==> config.mk <==
export PLATFORM = sky130hd
export DESIGN_NAME = cron_alarm_table_unit
export DESIGN_NICKNAME = d
export VERILOG_FILES = /design/src/cat_pkg.sv /design/src/cron_alarm_table_unit.sv /design/src/cat_ram.sv /design/src/cat_match.sv
export SDC_FILE = /design/constraint.sdc
export NUM_CORES = 1
export LEC_CHECK = 0
export BUFFER_PORTS_ARGS = -buffer_cell sky130_fd_sc_hd__buf_2
export CORE_AREA = 8 8 340 276
export CTS_CLUSTER_SIZE = 8
export DETAILED_ROUTE_END_ITERATION = 8
export DIE_AREA = 0 0 348 284
export SYNTH_ARGS = -nofsm -noshare
export SYNTH_HDL_FRONTEND = slang
export SYNTH_SLANG_ARGS = --single-unit
==> constraint.sdc <==
create_clock -name aclk -period 11.1 [get_ports aclk]
set_clock_uncertainty 0.15 [all_clocks]
set_input_delay 0.555 -clock aclk [delete_from_list [all_inputs] [get_ports aclk]]
set_output_delay 0.555 -clock aclk [all_outputs]
set_load 0.05 [all_outputs]
==> src/cat_pkg.sv <==
package cat_pkg;

    localparam int MAX_SLOTS = 16;

    localparam logic [7:0] ANY_VALUE   = 8'd255;
    localparam logic [7:0] MINUTE_MAX  = 8'd59;
    localparam logic [7:0] HOUR_MAX    = 8'd23;
    localparam logic [7:0] DAY_MAX     = 8'd31;
    localparam logic [7:0] MONTH_MAX   = 8'd12;
    localparam logic [7:0] WEEKDAY_MAX = 8'd7;

    typedef enum logic [2:0] {
        CMD_TICK    = 3'd0,
        CMD_ADD     = 3'd1,
        CMD_REMOVE  = 3'd2,
        CMD_ENABLE  = 3'd3,
        CMD_DISABLE = 3'd4
    } cmd_t;

    typedef struct packed {
        logic [7:0] minute;
        logic [7:0] hour;
        logic [7:0] day;
        logic [7:0] month;
        logic [7:0] weekday;
    } rule_t;

    typedef struct packed {
        logic [15:0] year;
        logic [7:0]  month;
        logic [7:0]  day;
        logic [7:0]  hour;
        logic [7:0]  minute;
    } stamp_t;

endpackage

==> src/cron_alarm_table_unit.sv <==
// Cron-style alarm table with up to SLOTS time-match rules.
// The input channel (s_valid/s_ready) takes one command word: tick, add
// rule, remove slot, enable slot or disable slot, with its slot index and
// date/time fields. Each command word yields exactly one result word on
// the output channel (m_valid/m_ready): ok, assigned_slot and fire_mask.
// Add, remove, enable and disable go from ST_EXEC to ST_DONE before m_valid.
// A tick instead runs ST_SCAN, which reads one slot per cycle from the rule and
// stamp RAMs through a single match unit, then goes on to ST_DONE.
// One command word is in flight at a time; s_ready is high again once the
// result word has been loaded into the output register, so a new word may
// be accepted while that result still waits for the receiver.
// When the receiver stalls, the finished result stays in the output
// register and a following command holds its result until the register
// frees up. Synchronous reset frees and disables every slot and clears
// every last-fired stamp; the rule RAM holds nothing meaningful until an
// add writes it.
module cron_alarm_table_unit #(
    parameter int SLOTS = 8
) (
    input  logic        aclk,
    input  logic        aresetn,
    input  logic        s_valid,
    output logic        s_ready,
    input  logic [2:0]  s_cmd,
    input  logic [3:0]  s_slot,
    input  logic [7:0]  s_minute,
    input  logic [7:0]  s_hour,
    input  logic [7:0]  s_day,
    input  logic [7:0]  s_month,
    input  logic [7:0]  s_weekday,
    input  logic [15:0] s_year,
    output logic        m_valid,
    input  logic        m_ready,
    output logic        m_ok,
    output logic [3:0]  m_assigned_slot,
    output logic [7:0]  m_fire_mask
);

    localparam int IdxW = (SLOTS > 1) ? $clog2(SLOTS) : 1;
    localparam int CntW = $clog2(SLOTS + 1);
    localparam logic [CntW-1:0] SlotCount = CntW'(SLOTS);
    localparam logic [4:0] SlotLimit = 5'(SLOTS);

    typedef enum logic [1:0] {
        ST_IDLE,
        ST_EXEC,
        ST_SCAN,
        ST_DONE
    } state_t;

    state_t           state_reg, state_next;
    logic [2:0]       cmd_reg, cmd_next;
    logic [3:0]       slot_reg, slot_next;
    cat_pkg::stamp_t  now_reg, now_next;
    logic [7:0]       weekday_reg, weekday_next;

    logic [SLOTS-1:0] used_reg, used_next;
    logic [SLOTS-1:0] enabled_reg, enabled_next;
    logic [SLOTS-1:0] stamp_valid_reg, stamp_valid_next;

    logic [CntW-1:0]  scan_idx_reg, scan_idx_next;
    logic             chk_valid_reg, chk_valid_next;
    logic [IdxW-1:0]  chk_idx_reg, chk_idx_next;

    logic             res_ok_reg, res_ok_next;
    logic [3:0]       res_slot_reg, res_slot_next;
    logic [SLOTS-1:0] res_mask_reg, res_mask_next;

    logic             m_valid_reg, m_valid_next;
    logic             m_ok_reg, m_ok_next;
    logic [3:0]       m_slot_reg, m_slot_next;
    logic [7:0]       m_mask_reg, m_mask_next;

    logic             rule_we;
    cat_pkg::rule_t   rule_wdata;
    cat_pkg::rule_t   rule_rdata;
    logic             stamp_we;
    cat_pkg::stamp_t  stamp_rdata;
    cat_pkg::stamp_t  last_stamp;
    logic [IdxW-1:0]  rd_addr;
    logic             fire;

    logic             free_found;
    logic [IdxW-1:0]  free_idx;
    logic             rule_ok;
    logic             slot_in_range;
    logic [IdxW-1:0]  slot_idx;
    logic             issue;
    logic [cat_pkg::MAX_SLOTS-1:0] mask_wide;

    function automatic logic field_ok(input logic [7:0] v, input logic [7:0] lo,
                                      input logic [7:0] hi);
        return (v == cat_pkg::ANY_VALUE) || (v >= lo && v <= hi);
    endfunction

    assign rule_wdata = '{minute: now_reg.minute, hour: now_reg.hour, day: now_reg.day,
                          month: now_reg.month, weekday: weekday_reg};

    assign rule_ok = field_ok(now_reg.minute, 8'd0, cat_pkg::MINUTE_MAX) &&
                     field_ok(now_reg.hour, 8'd0, cat_pkg::HOUR_MAX) &&
                     field_ok(now_reg.day, 8'd1, cat_pkg::DAY_MAX) &&
                     field_ok(now_reg.month, 8'd1, cat_pkg::MONTH_MAX) &&
                     field_ok(weekday_reg, 8'd1, cat_pkg::WEEKDAY_MAX);

    assign slot_in_range = ({1'b0, slot_reg} < SlotLimit);
    assign slot_idx      = slot_reg[IdxW-1:0];
    assign issue         = (scan_idx_reg != SlotCount);
    assign rd_addr       = scan_idx_reg[IdxW-1:0];
    assign last_stamp    = stamp_valid_reg[chk_idx_reg] ? stamp_rdata : '0;
    assign mask_wide     = cat_pkg::MAX_SLOTS'(res_mask_reg);

    always_comb begin
        free_found = 1'b0;
        free_idx   = '0;
        for (int i = SLOTS - 1; i >= 0; i--) begin
            if (!used_reg[i]) begin
                free_found = 1'b1;
                free_idx   = IdxW'(i);
            end
        end
    end

    cat_ram #(
        .WIDTH($bits(cat_pkg::rule_t)),
        .DEPTH(SLOTS)
    ) u_rule_ram (
        .aclk  (aclk),
        .we    (rule_we),
        .waddr (free_idx),
        .wdata (rule_wdata),
        .raddr (rd_addr),
        .rdata (rule_rdata)
    );

    cat_ram #(
        .WIDTH($bits(cat_pkg::stamp_t)),
        .DEPTH(SLOTS)
    ) u_stamp_ram (
        .aclk  (aclk),
        .we    (stamp_we),
        .waddr (chk_idx_reg),
        .wdata (now_reg),
        .raddr (rd_addr),
        .rdata (stamp_rdata)
    );

    cat_match u_match (
        .rule        (rule_rdata),
        .now_stamp   (now_reg),
        .now_weekday (weekday_reg),
        .last_stamp  (last_stamp),
        .fire        (fire)
    );

    always_comb begin
        state_next       = state_reg;
        cmd_next         = cmd_reg;
        slot_next        = slot_reg;
        now_next         = now_reg;
        weekday_next     = weekday_reg;
        used_next        = used_reg;
        enabled_next     = enabled_reg;
        stamp_valid_next = stamp_valid_reg;
        scan_idx_next    = scan_idx_reg;
        chk_valid_next   = chk_valid_reg;
        chk_idx_next     = chk_idx_reg;
        res_ok_next      = res_ok_reg;
        res_slot_next    = res_slot_reg;
        res_mask_next    = res_mask_reg;
        m_valid_next     = m_valid_reg;
        m_ok_next        = m_ok_reg;
        m_slot_next      = m_slot_reg;
        m_mask_next      = m_mask_reg;
        rule_we          = 1'b0;
        stamp_we         = 1'b0;

        if (m_valid_reg && m_ready) begin
            m_valid_next = 1'b0;
        end

        unique case (state_reg)
            ST_IDLE: begin
                if (s_valid) begin
                    cmd_next     = s_cmd;
                    slot_next    = s_slot;
                    now_next     = '{year: s_year, month: s_month, day: s_day,
                                     hour: s_hour, minute: s_minute};
                    weekday_next = s_weekday;
                    state_next   = ST_EXEC;
                end
            end
            ST_EXEC: begin
                res_ok_next   = 1'b0;
                res_slot_next = '0;
                res_mask_next = '0;
                state_next    = ST_DONE;
                priority if (cmd_reg == cat_pkg::CMD_TICK) begin
                    res_ok_next    = 1'b1;
                    scan_idx_next  = '0;
                    chk_valid_next = 1'b0;
                    state_next     = ST_SCAN;
                end else if (cmd_reg == cat_pkg::CMD_ADD) begin
                    if (rule_ok && free_found) begin
                        rule_we                    = 1'b1;
                        used_next[free_idx]        = 1'b1;
                        enabled_next[free_idx]     = 1'b1;
                        stamp_valid_next[free_idx] = 1'b0;
                        res_ok_next                = 1'b1;
                        res_slot_next              = 4'(free_idx);
                    end
                end else if (cmd_reg == cat_pkg::CMD_REMOVE) begin
                    if (slot_in_range) begin
                        used_next[slot_idx]    = 1'b0;
                        enabled_next[slot_idx] = 1'b0;
                        res_ok_next            = 1'b1;
                    end
                end else if (cmd_reg == cat_pkg::CMD_ENABLE ||
                             cmd_reg == cat_pkg::CMD_DISABLE) begin
                    if (slot_in_range && used_reg[slot_idx]) begin
                        enabled_next[slot_idx] = (cmd_reg == cat_pkg::CMD_ENABLE);
                        res_ok_next            = 1'b1;
                    end
                end else begin
                    res_ok_next = 1'b0;
                end
            end
            ST_SCAN: begin
                if (issue) begin
                    scan_idx_next  = scan_idx_reg + 1'b1;
                    chk_valid_next = 1'b1;
                    chk_idx_next   = scan_idx_reg[IdxW-1:0];
                end else begin
                    chk_valid_next = 1'b0;
                end
                if (chk_valid_reg && used_reg[chk_idx_reg] && enabled_reg[chk_idx_reg]
                        && fire) begin
                    stamp_we                      = 1'b1;
                    stamp_valid_next[chk_idx_reg] = 1'b1;
                    res_mask_next[chk_idx_reg]    = 1'b1;
                end
                if (!issue && !chk_valid_reg) begin
                    state_next = ST_DONE;
                end
            end
            ST_DONE: begin
                if (!m_valid_reg || m_ready) begin
                    m_valid_next = 1'b1;
                    m_ok_next    = res_ok_reg;
                    m_slot_next  = res_slot_reg;
                    m_mask_next  = mask_wide[7:0];
                    state_next   = ST_IDLE;
                end
            end
        endcase
    end

    always_ff @(posedge aclk) begin
        if (!aresetn) begin
            state_reg       <= ST_IDLE;
            used_reg        <= '0;
            enabled_reg     <= '0;
            stamp_valid_reg <= '0;
            chk_valid_reg   <= 1'b0;
            m_valid_reg     <= 1'b0;
        end else begin
            state_reg       <= state_next;
            used_reg        <= used_next;
            enabled_reg     <= enabled_next;
            stamp_valid_reg <= stamp_valid_next;
            chk_valid_reg   <= chk_valid_next;
            m_valid_reg     <= m_valid_next;
        end
        cmd_reg      <= cmd_next;
        slot_reg     <= slot_next;
        now_reg      <= now_next;
        weekday_reg  <= weekday_next;
        scan_idx_reg <= scan_idx_next;
        chk_idx_reg  <= chk_idx_next;
        res_ok_reg   <= res_ok_next;
        res_slot_reg <= res_slot_next;
        res_mask_reg <= res_mask_next;
        m_ok_reg     <= m_ok_next;
        m_slot_reg   <= m_slot_next;
        m_mask_reg   <= m_mask_next;
    end

    assign s_ready         = (state_reg == ST_IDLE);
    assign m_valid         = m_valid_reg;
    assign m_ok            = m_ok_reg;
    assign m_assigned_slot = m_slot_reg;
    assign m_fire_mask     = m_mask_reg;

endmodule

==> src/cat_ram.sv <==
module cat_ram #(
    parameter int WIDTH = 8,
    parameter int DEPTH = 8
) (
    input  logic                                   aclk,
    input  logic                                   we,
    input  logic [(DEPTH > 1 ? $clog2(DEPTH) : 1)-1:0] waddr,
    input  logic [WIDTH-1:0]                       wdata,
    input  logic [(DEPTH > 1 ? $clog2(DEPTH) : 1)-1:0] raddr,
    output logic [WIDTH-1:0]                       rdata
);

    logic [WIDTH-1:0] mem [DEPTH];
    logic [WIDTH-1:0] rdata_reg;

    always_ff @(posedge aclk) begin
        if (we) begin
            mem[waddr] <= wdata;
        end
        rdata_reg <= mem[raddr];
    end

    assign rdata = rdata_reg;

endmodule

==> src/cat_match.sv <==
module cat_match (
    input  cat_pkg::rule_t  rule,
    input  cat_pkg::stamp_t now_stamp,
    input  logic [7:0]      now_weekday,
    input  cat_pkg::stamp_t last_stamp,
    output logic            fire
);

    logic rule_hit;
    logic same_minute;

    assign rule_hit =
        (rule.minute  == cat_pkg::ANY_VALUE || rule.minute  == now_stamp.minute) &&
        (rule.hour    == cat_pkg::ANY_VALUE || rule.hour    == now_stamp.hour)   &&
        (rule.day     == cat_pkg::ANY_VALUE || rule.day     == now_stamp.day)    &&
        (rule.month   == cat_pkg::ANY_VALUE || rule.month   == now_stamp.month)  &&
        (rule.weekday == cat_pkg::ANY_VALUE || rule.weekday == now_weekday);

    assign same_minute = (last_stamp == now_stamp);

    assign fire = rule_hit && !same_minute;

endmodule

==> results of run 1 <==
-- cell usage after synthesis (all sizes together), types with 3 or more instances --
master | n | area [sq um]
a2111oi | 3 | 26.3
a21o | 5 | 37.5
a21oi | 20 | 100
a22oi | 17 | 128
and2 | 6 | 37.5
and3 | 3 | 18.8
and4 | 3 | 26.3
buf | 24 | 111
clkbuf | 62 | 233
dfxtp | 116 | 2320
edfxtp | 798 | 24000
ha | 6 | 75.1
inv | 22 | 82.6
mux2 | 88 | 991
mux2i | 13 | 130
mux4 | 180 | 4050
nand2 | 38 | 143
nand2b | 8 | 50.1
nand3 | 11 | 55.1
nand4 | 31 | 194
nor2 | 63 | 236
nor2b | 8 | 50.1
nor3 | 7 | 35.0
nor3b | 3 | 22.5
nor4 | 21 | 131
o21a | 13 | 97.6
o21ai | 27 | 146
o22ai | 6 | 37.5
o311ai | 8 | 70.1
o31a | 3 | 26.3
o31ai | 13 | 97.6
or2 | 6 | 37.5
or3 | 3 | 18.8
or4 | 5 | 41.3
xnor2 | 63 | 552
xor2 | 27 | 236
-- final cells by class --
| class | instances | area [sq um] |
|---|---|---|
| tap | 1200 | 1500 |
| timing repair buffer | 186 | 1370 |
| clock buffer | 221 | 3660 |
| fill | 7289 | 47000 |
| multi-input combinational | 742 | 8320 |
| inverter | 22 | 82.6 |
| clock inverter | 15 | 234 |
| sequential | 914 | 26300 |
-- worst max-delay path, stage by stage (launching register included) --
cell and delay, ns:
edfxtp_1 0.90, mux2i_1 0.28, mux4_2 0.54, a41oi_1 0.08, or4_1 0.53, or4_4 0.56
o21ai_4 0.69, nor2_4 0.06, buf_4 0.40
-- power breakdown --
part	switching, mW	internal [mW]
Sequential	0.302	4.16
Combinational	1.02	1.01
Clock	1.46	2.25
Total	2.78	7.43
-- stage by stage --
step           instance area, sq um  power, mW  hold WS, ns  utilization (%)  setup slack, ns
2_1_floorplan                 34900       5.95        0.250                -             6.52
3_3_place_gp                  36900       6.55        0.270             41.8             6.58
6_report                      41500       10.2        0.212             46.9             6.46
4_1_cts                       41500       10.3        0.165             46.9             6.46
3_5_place_dp                  36900       6.57        0.257             41.8             6.51
5_1_grt                       41500       10.6        0.213             46.9             6.23
-- worst max path at each step --
stage / start / to / slack, ns
2_1_floorplan: chk_idx_reg[0] / u_stamp_ram.mem[6][0] / 6.52
3_3_place_gp: chk_idx_reg[0] / u_stamp_ram.mem[3][32] / 6.58
3_5_place_dp: chk_idx_reg[0] / u_stamp_ram.mem[5][34] / 6.51
4_1_cts: chk_idx_reg[0] / u_stamp_ram.mem[2][32] / 6.46
5_1_grt: chk_idx_reg[0] / u_stamp_ram.mem[5][34] / 6.23
6_report: chk_idx_reg[0] / u_stamp_ram.mem[2][32] / 6.46
-- per-layer routing --
metal / GRT usage [%] / vias to the layer above / share of wire (%)
met5: 0 / - / 0
met4: 5.06 / 0 / 2.1
met3: 3.41 / 116 / 6.1
met2: 25.2 / 560 / 48
met1: 21.4 / 9141 / 44
li1: - / 7668 / -
-- repair_timing --
| item | 4_1_cts | 5_1_grt |
|---|---|---|
| hold buffers | 64 | 0 |
| endpoints found under the setup margin | 0 | 0 |
| endpoints found under the hold margin | 64 | 0 |
-- logic make-up after synthesis --
| kind of cell | share of synthesized area (%) |
|---|---|
| simple gates | 3.35 |
| mux | 14.8 |
| flops | 75.3 |
| xor+xnor | 2.26 |
| compound gates | 2.83 |
| fa+ha+maj | 0.215 |
| buf+inv | 1.22 |
| other cells | 0.0107 |
==> impl_metrics.ini, run 1 <==
[outcome]
status = completed

[sta]
rsz0062_at_grt = false
period_needed_ns = 4.64
relSlewSlack_pct = 29.1
worstMarginPinSlew_ns = 1.06
finalHoldViolCount = 0
fin_setup_tns_ns = 0
period_share_pct = 41.8
fmax_mhz = 216
final-setup-viol-count = 0
maxSlewViolCount = 0

[clock_network]
cts_tree = built
numCtsBuffers = 132
clkTransAtPathRegs_ns = 0.06
root_buffer = clkbuf_16
cts_setup_buffers = 0
clk_latency_ns = 0.71
cts_buffer_depth = 3
cts_resized = 0
cts_sinks = 914
htree_levels = 4

[placed_design]
io_buffers = 80
dp_hpwl_mm = 42.4
dp_cells = 3000
place_congestion = 0.838

[layout]
regMostFlops = u_stamp_ram.mem
top_regs = u_stamp_ram.mem (384), u_rule_ram.mem (320)
drive_above_1_share_pct = 26.9
most-common-layout-cells = edfxtp_1 (798), mux4_2 (180), clkbuf_16 (133)
final_cells = 3300
antenna_cells = 0
largest_reg_flops = 384
fin_nets = 2071
layout_commonest_cell = edfxtp_1
area_growth_pct = 18.7

[power_and_ir_drop]
p_per_area_nw_per_um2 = 246
vdd_ir_drop_max_mv = 0.200
p_leak_nw = 13.3

[floorplan]
die-width_um = 348
core_area_sq_um = 88400
ios = 82
dieArea_sq_um = 98800
rows = 98
fp.dieH_um = 284
floorplan.initialDensity_pct = 39.5

[flow_run]
drv_cap = 0

[routing]
num_vias = 17500
drc = 0
wl_per_cell_um = 23.7
first_pass_iters = 7
wl_mm = 78.1
vias_per_cell = 5.30
drtAntennaViolNets = 0
drt_iter0_markers = 1603

[synth]
ys.warnings.count = 0
ys_ff_latch = 914
ys_async_sr_fraction_pct = 0
syn_avg_cell_area_sq_um = 19.8
synth-seq-area-share_pct = 75.3
synthCells = 1764
synth_edf_count = 798
ys.flop_type = edfxtp_1
syn_area_sq_um = 34900
syn_nets = 1837
synthDistinctLibCells = 65

[worst_setup_path]
arrival_ns = 4.82
crit_path_end_kind = flop
startpoint_type = flop
crit_required_ns = 11.28
r2r_cells = 8
r2r_end = u_stamp_ram.mem[2][32]
path_class = reg2reg
r2r-start = chk_idx_reg[0]
worst-path-max-fanout = 48
rrSetupSlack_ns = 6.46

[hold_path]
min_to = state_reg[0]
min-delay-start = aresetn
whs_path_depth = 3
hold_class = in2reg

[global_route]
antenna_found_initial = 0
grt.overflow.total = 0
track_usage_pct = 15.7
grt_pass1_wl_mm = 118
grt_max_degree = 115
grt_pass1_vias = 18800
Note: power is estimated with default switching activity, not from simulation.
==> inputs of run 2 (changes only) <==
==> constraint.sdc (replaced) <==
create_clock -name aclk -period 4.2 [get_ports aclk]
set_clock_uncertainty 0.15 [all_clocks]
set_input_delay 0.21 -clock aclk [delete_from_list [all_inputs] [get_ports aclk]]
set_output_delay 0.21 -clock aclk [all_outputs]
set_load 0.05 [all_outputs]
==> run 2 against run 1 <==
Against the previous run: clock-buffer cell count rose by 2; power rose to 2.7 times the previous value; clock power rose to 2.7 times the previous value; global-route usage rose by 1.3 points; non-clock buffer count rose by 56; first-iteration DRC count rose by 5.7%; sequential share of layout area fell by 1.0 points; core utilization rose by 0.79 points; flip-flop and latch count did not move; final cell count rose by 1.6%; via count rose by 3.3%; sequential power rose to 2.6 times the previous value; critical path type unchanged.
==> impl_metrics.ini, run 2 (synthesized netlist as in run 1, its figures left out) <==
[global_route]
grt.overflow.total = 0
grt_max_degree = 115
track_usage_pct = 17.0
grt_pass1_vias = 19200
antenna_found_initial = 3
grt_pass1_wl_mm = 126

[routing]
drc = 0
wl_mm = 83.8
first_pass_iters = 5
wl_met2_mm = 39.0
wl_per_cell_um = 25.0
vias_per_cell = 5.39
num_vias = 18100
drtAntennaViolNets = 0
highest_layer = met4
drt_iter0_markers = 1695
met3_length_mm = 5.17
met1Wirelength_mm = 37.6

[sta]
rsz0062_at_grt = false
finalHoldViolCount = 0
period_share_pct = 92.2
relSlewSlack_pct = 28.1
period_needed_ns = 3.87
fmax_mhz = 258
final-setup-viol-count = 0
worstMarginPinSlew_ns = 1.08
maxSlewViolCount = 0

[clock_network]
cts_sinks = 914
root_buffer = clkbuf_16
cts_setup_buffers = 0
numCtsBuffers = 132
htree_levels = 4
clkTransAtPathRegs_ns = 0.05
cts_resized = 0
hold_buffers = 69
clk_latency_ns = 0.72
cts_tree = built
cts_buffer_depth = 3

[placed_design]
dpl_cell_area_sq_um = 37500
io_buffers = 80
dp_hpwl_mm = 49.9
place_congestion = 0.872

[layout]
area_growth_pct = 20.7
final_util_pct = 47.7
postLayoutCellArea_sq_um = 42100
top_regs = u_stamp_ram.mem (384), u_rule_ram.mem (320)
fill_cells = 7358
antenna_cells = 0
regMostFlops = u_stamp_ram.mem
drive_above_1_share_pct = 28.5
register_area_sq_um = 26300
largest_reg_flops = 384
layout_commonest_cell = edfxtp_1
fin_nets = 2127
most-common-layout-cells = edfxtp_1 (798), mux4_2 (180), clkbuf_16 (137)
multiInputGateArea_sq_um = 8320

[power_and_ir_drop]
vdd_ir_drop_max_mv = 0.442
p_per_area_nw_per_um2 = 650
p_total_mw = 27.4
p_leak_nw = 13.7

[worst_setup_path]
arrival_ns = 4.16
startpoint_type = flop
worst-path-max-fanout = 26
crit_required_ns = 4.49
crit_path_end_kind = flop
path_class = reg2reg

[floorplan]
ios = 82
die-width_um = 348
core_area_sq_um = 88400
rows = 98
dieArea_sq_um = 98800
floorplan.initialDensity_pct = 39.5
fp.dieH_um = 284

[outcome]
status = completed

[flow_run]
drv_cap = 0

[hold_path]
hold_class = in2reg
[run 2: cell types whose count changed in the layout (fill, tap and decap cells not counted), moves of 2 or more]
cell / delta
inv_16: -3
clkbuf_16: +4
buf_12: +19
dlygate4sd3_1: +5
clkbuf_1: -3
clkinv_8: -2
buf_4: +32
[run 2: final cells by class]
type                    instances  area share, %
clock inverters                 9          0.368
flip-flops and latches        914           62.4
well taps                    1200           3.56
clock buffers                 223           8.92
repair buffers                242           4.84
inverters                      22          0.196
multi-input cells             742           19.7
[run 2: power breakdown]
| group | internal, mW | switching (mW) | leakage (nW) | total [mW] |
|---|---|---|---|---|
| Sequential | 11.0 | 0.764 | 8.18 | 11.8 |
| Clock | 6.12 | 3.80 | 1.87 | 9.92 |
| Combinational | 2.77 | 2.93 | 3.60 | 5.71 |
[run 2: critical path, stage by stage, from the launching register on]
cell,delay [ns]
edfxtp_1,0.65
xor2_1,0.24
nor2_1,0.38
a41oi_1,0.16
or4_1,0.55
or4_4,0.57
o21ai_4,0.19
buf_12,0.20
nor2_4,0.19
buf_12,0.25
[run 2: metrics by stage]
| stage | TNS, ns | setup WS, ns | cells | hold WS [ns] |
|---|---|---|---|---|
| after floorplan | -145.45 | -0.379 | 1764 | 0.159 |
| after global placement | 0 | 0.384 | 3051 | 0.239 |
| after detailed placement | 0 | 0.312 | 3051 | 0.238 |
| after CTS | 0 | 0.295 | 3352 | 0.00762 |
| after global routing | 0 | 0.0818 | 3352 | 0.0419 |
| final | 0 | 0.329 | 3352 | 0.0547 |
[run 2: worst paths after layout]
| check | startpoint | to | slack [ns] | depth (start not counted) |
|---|---|---|---|---|
| setup / recovery | now_reg[44] | u_stamp_ram.mem[2][14] | 0.33 | 9 |
| hold / removal | s_year[9] | now_reg[41] | 0.05 | 2 |
| setup reg to reg | now_reg[44] | u_stamp_ram.mem[2][14] | 0.33 | 9 |
| hold reg to reg | res_slot_reg[0] | m_assigned_slot[0] | 0.29 | 0 |
[run 2: routing by layer]
metal,vias to the layer above,track usage [%]
met4,0,5.95
met1,9536,24.2
met3,125,3.15
met5,-,0
met2,621,26.3
li1,7786,-
==> inputs of run 3 (changes only) <==
--- a/config.mk
+++ b/config.mk
@@ -5,11 +5,12 @@
 export SDC_FILE = /design/constraint.sdc
 export NUM_CORES = 1
 export LEC_CHECK = 0
+export ABC_AREA = 1
 export BUFFER_PORTS_ARGS = -buffer_cell sky130_fd_sc_hd__buf_2
-export CORE_AREA = 8 8 340 276
+export CORE_AREA = 8 8 345 280
 export CTS_CLUSTER_SIZE = 8
 export DETAILED_ROUTE_END_ITERATION = 8
-export DIE_AREA = 0 0 348 284
+export DIE_AREA = 0 0 353 288
 export SYNTH_ARGS = -nofsm -noshare
 export SYNTH_HDL_FRONTEND = slang
 export SYNTH_SLANG_ARGS = --single-unit
==> run 3 against run 2 <==
Against the previous run: global-route usage up 1.4 points; combinational power up 27%; via count up 34%; critical endpoint is now u_stamp_ram.mem[5][14]; register-to-register slack better by 0.25 ns; final area up 1.9%; area after synthesis up 2.9%; worst setup slack better by 0.25 ns; critical path depth up 9.
==> impl_metrics.ini, run 3 <==
[outcome]
status = completed

[global_route]
grt_pass1_vias = 22800
antenna_found_initial = 0
grt.overflow.total = 0
grt_pass1_wl_mm = 144
track_usage_pct = 18.4
grt_max_degree = 180

[synth]
ys_ff_latch = 914
synthDistinctLibCells = 39
syn_nets = 3104
synth.most_common_cell = edfxtp_1
yosysTopAreaCellShare_pct = 66.7
ys_top_cells_by_count = edfxtp_1 (798), nor2_1 (700), o21ai_0 (408)
synth_edf_count = 798
ys_top_cells_by_area = edfxtp_1 (67%), nor2_1 (7.3%), dfxtp_1 (6.5%)
synth-seq-area-share_pct = 73.2
synthCells = 3031
syn_avg_cell_area_sq_um = 11.9
syn_area_sq_um = 35900
ys.warnings.count = 0
ys_async_sr_fraction_pct = 0
ys.flop_type = edfxtp_1
yosysTopAreaCell = edfxtp_1

[floorplan]
fp.dieH_um = 288
core_area_sq_um = 90700
floorplan.initialDensity_pct = 39.6
rows = 99
ios = 82
dieArea_sq_um = 102000
die-width_um = 353

[power_and_ir_drop]
internal_power_mw = 19.3
power_switching_mw = 9.70
p_leak_nw = 14.8
p_total_mw = 29.0
p_per_area_nw_per_um2 = 675
p_comb_share_pct = 25.0
swShare_pct = 33.5
seqPwrFrac_pct = 40.8
vdd_ir_drop_max_mv = 0.626
clock_power_share_pct = 34.2

[clock_network]
cts_tree = built
htree_levels = 4
clkTransAtPathRegs_ns = 0.05
numCtsBuffers = 132
root_buffer = clkbuf_16
clk_latency_ns = 0.72
cts_sinks = 914
cts_buffer_depth = 3

[worst_setup_path]
slowest_delay_ns = 0.62
r2r_cells = 18
path_cells = inv_2 > nand2_1 > nand3_1 > nand2_1 > inv_2 > nand2_4 > buf_4 > nand2_1 > nand2_1 > nand2_1 > nand2_1 > nor2_1 > nand2_1 > nor2_1 > nand3_1 > nand2_4 > nor2_4 > buf_12
worst-path-max-fanout = 92
path_common_cell = nand2_1
cp_slowest_cell = nand2_4
rrSetupSlack_ns = 0.58
r2r-start = chk_idx_reg[0]
path_class = reg2reg
crit_path_end_kind = flop
arrival_ns = 3.82
crit_required_ns = 4.40
r2r_end = u_stamp_ram.mem[5][14]
startpoint_type = flop

[layout]
final_cells = 4555
register_area_sq_um = 26300
regMostFlops = u_stamp_ram.mem
fill_cells = 8025
antenna_cells = 0
drive_above_1_share_pct = 10.7
layout_commonest_cell = edfxtp_1
most-common-layout-cells = edfxtp_1 (798), nor2_1 (684), o21ai_0 (408)
largest_reg_flops = 384
top_regs = u_stamp_ram.mem (384), u_rule_ram.mem (320)
area_growth_pct = 19.5
fin_nets = 3311
multiInputGateArea_sq_um = 8630

[sta]
period_needed_ns = 3.62
relSlewSlack_pct = 25.7
fmax_mhz = 276
final-setup-viol-count = 0
period_share_pct = 86.1
finalHoldViolCount = 0
worstMarginPinSlew_ns = 1.11
maxSlewViolCount = 0
hold_ws_ns = 0.0653
rsz0062_at_grt = false
fin_setup_tns_ns = 0

[placed_design]
dp_cells = 4250
dp_hpwl_mm = 55.1
place_congestion = 0.878
io_buffers = 80

[routing]
drtAntennaViolNets = 0
first_pass_iters = 5
num_vias = 24100
drc = 0
wl_mm = 96.0
vias_per_cell = 5.30
wl_per_cell_um = 21.1
drt_iter0_markers = 2671

[hold_path]
hold_class = in2reg
min_to = cmd_reg[0]
whs_path_depth = 2
min-delay-start = s_cmd[0]

[flow_run]
drv_cap = 0
run 3: cell count changes in the layout (fill, tap and decap cells not counted), sizes merged, moves of 47 or more:
cell and delta:
nor2 +638, nand2 +253, inv +102, nand3 +69, mux2 -88, o22ai +88
o21ai +381, mux4 -180, xnor2 -47, a31oi +89
run 3: critical path, delay by kind of cell, from the launching register on:
kind / cells / cell delay [ns]
buffers and inverters: 4 / 0.79
DFF: 1 / 0.51
and+or+nand+nor: 14 / 1.71
run 3: how the worst max path moves through the flow:
stage,startpoint,end,slack (ns),depth (start not counted)
final,chk_idx_reg[0],u_stamp_ram.mem[5][14],0.58,18
after global placement,chk_idx_reg[0],u_stamp_ram.mem[5][33],0.64,18
after global routing,chk_idx_reg[0],stamp_valid_reg[1],0.17,18
after floorplan,chk_idx_reg[0],u_stamp_ram.mem[0][0],-0.14,19
after CTS,chk_idx_reg[0],u_stamp_ram.mem[3][45],0.60,18
after detailed placement,chk_idx_reg[0],u_stamp_ram.mem[3][12],0.63,18
run 3: cells by family (layout without fill, tap and decap cells):
group | after synthesis | after routing | share of synthesized area, %
adders and majority gates | 6 | 6 | 0.209
other | 1 | 1 | 0.0104
buffers and inverters | 283 | 595 | 3.16
DFF | 914 | 914 | 73.2
and+or+nand+nor | 1157 | 1157 | 13.0
xor gates and xnor gates | 29 | 29 | 0.707
AOI/OAI and AO/OA | 641 | 641 | 9.75
run 3: power groups by stage:
stage / Clock, mW / Sequential [mW] / Combinational, mW
floorplan: 0 / 11.7 / 4.97
global placement: 0 / 12.0 / 7.16
detailed placement: 0 / 12.0 / 7.19
CTS: 10.1 / 11.8 / 7.28
global route: 10.4 / 11.9 / 8.12
finish: 9.90 / 11.8 / 7.25
run 3: repair_timing:
item / CTS / global route
hold buffers: 66 / 0
gates resized for setup: 0 / 0
setup buffers: 0 / 0
hold endpoints to repair: 82 / 0
run 3: through the flow:
stage / utilization [%] / instance area (sq um) / setup slack, ns
after floorplan: - / 35900 / -0.144
after global placement: 42.3 / 38400 / 0.644
after detailed placement: 42.3 / 38400 / 0.634
after CTS: 47.4 / 42900 / 0.600
after global routing: 47.4 / 42900 / 0.172
final: 47.4 / 42900 / 0.582
run 3: routing by layer:
metal  part of all wire (%)  up-vias  routed length, um  GRT usage, %
met5                      0        -                  0             0
met4                    2.8        0               2700          6.41
met3                    7.5      169               7220          3.68
met2                     43      917              41700          27.2
met1                     46    11800              44400          27.0
li1                       -    11200                  -             -
run 3: final cells by class:
cell class	count	share of cell area, %
multi-input cells	1834	20.1
inverters	122	1.11
flip-flops and latches	914	61.2
clock buffers	229	8.78
clock inverters	10	0.283
well taps	1212	3.53
repair buffers	234	5.00
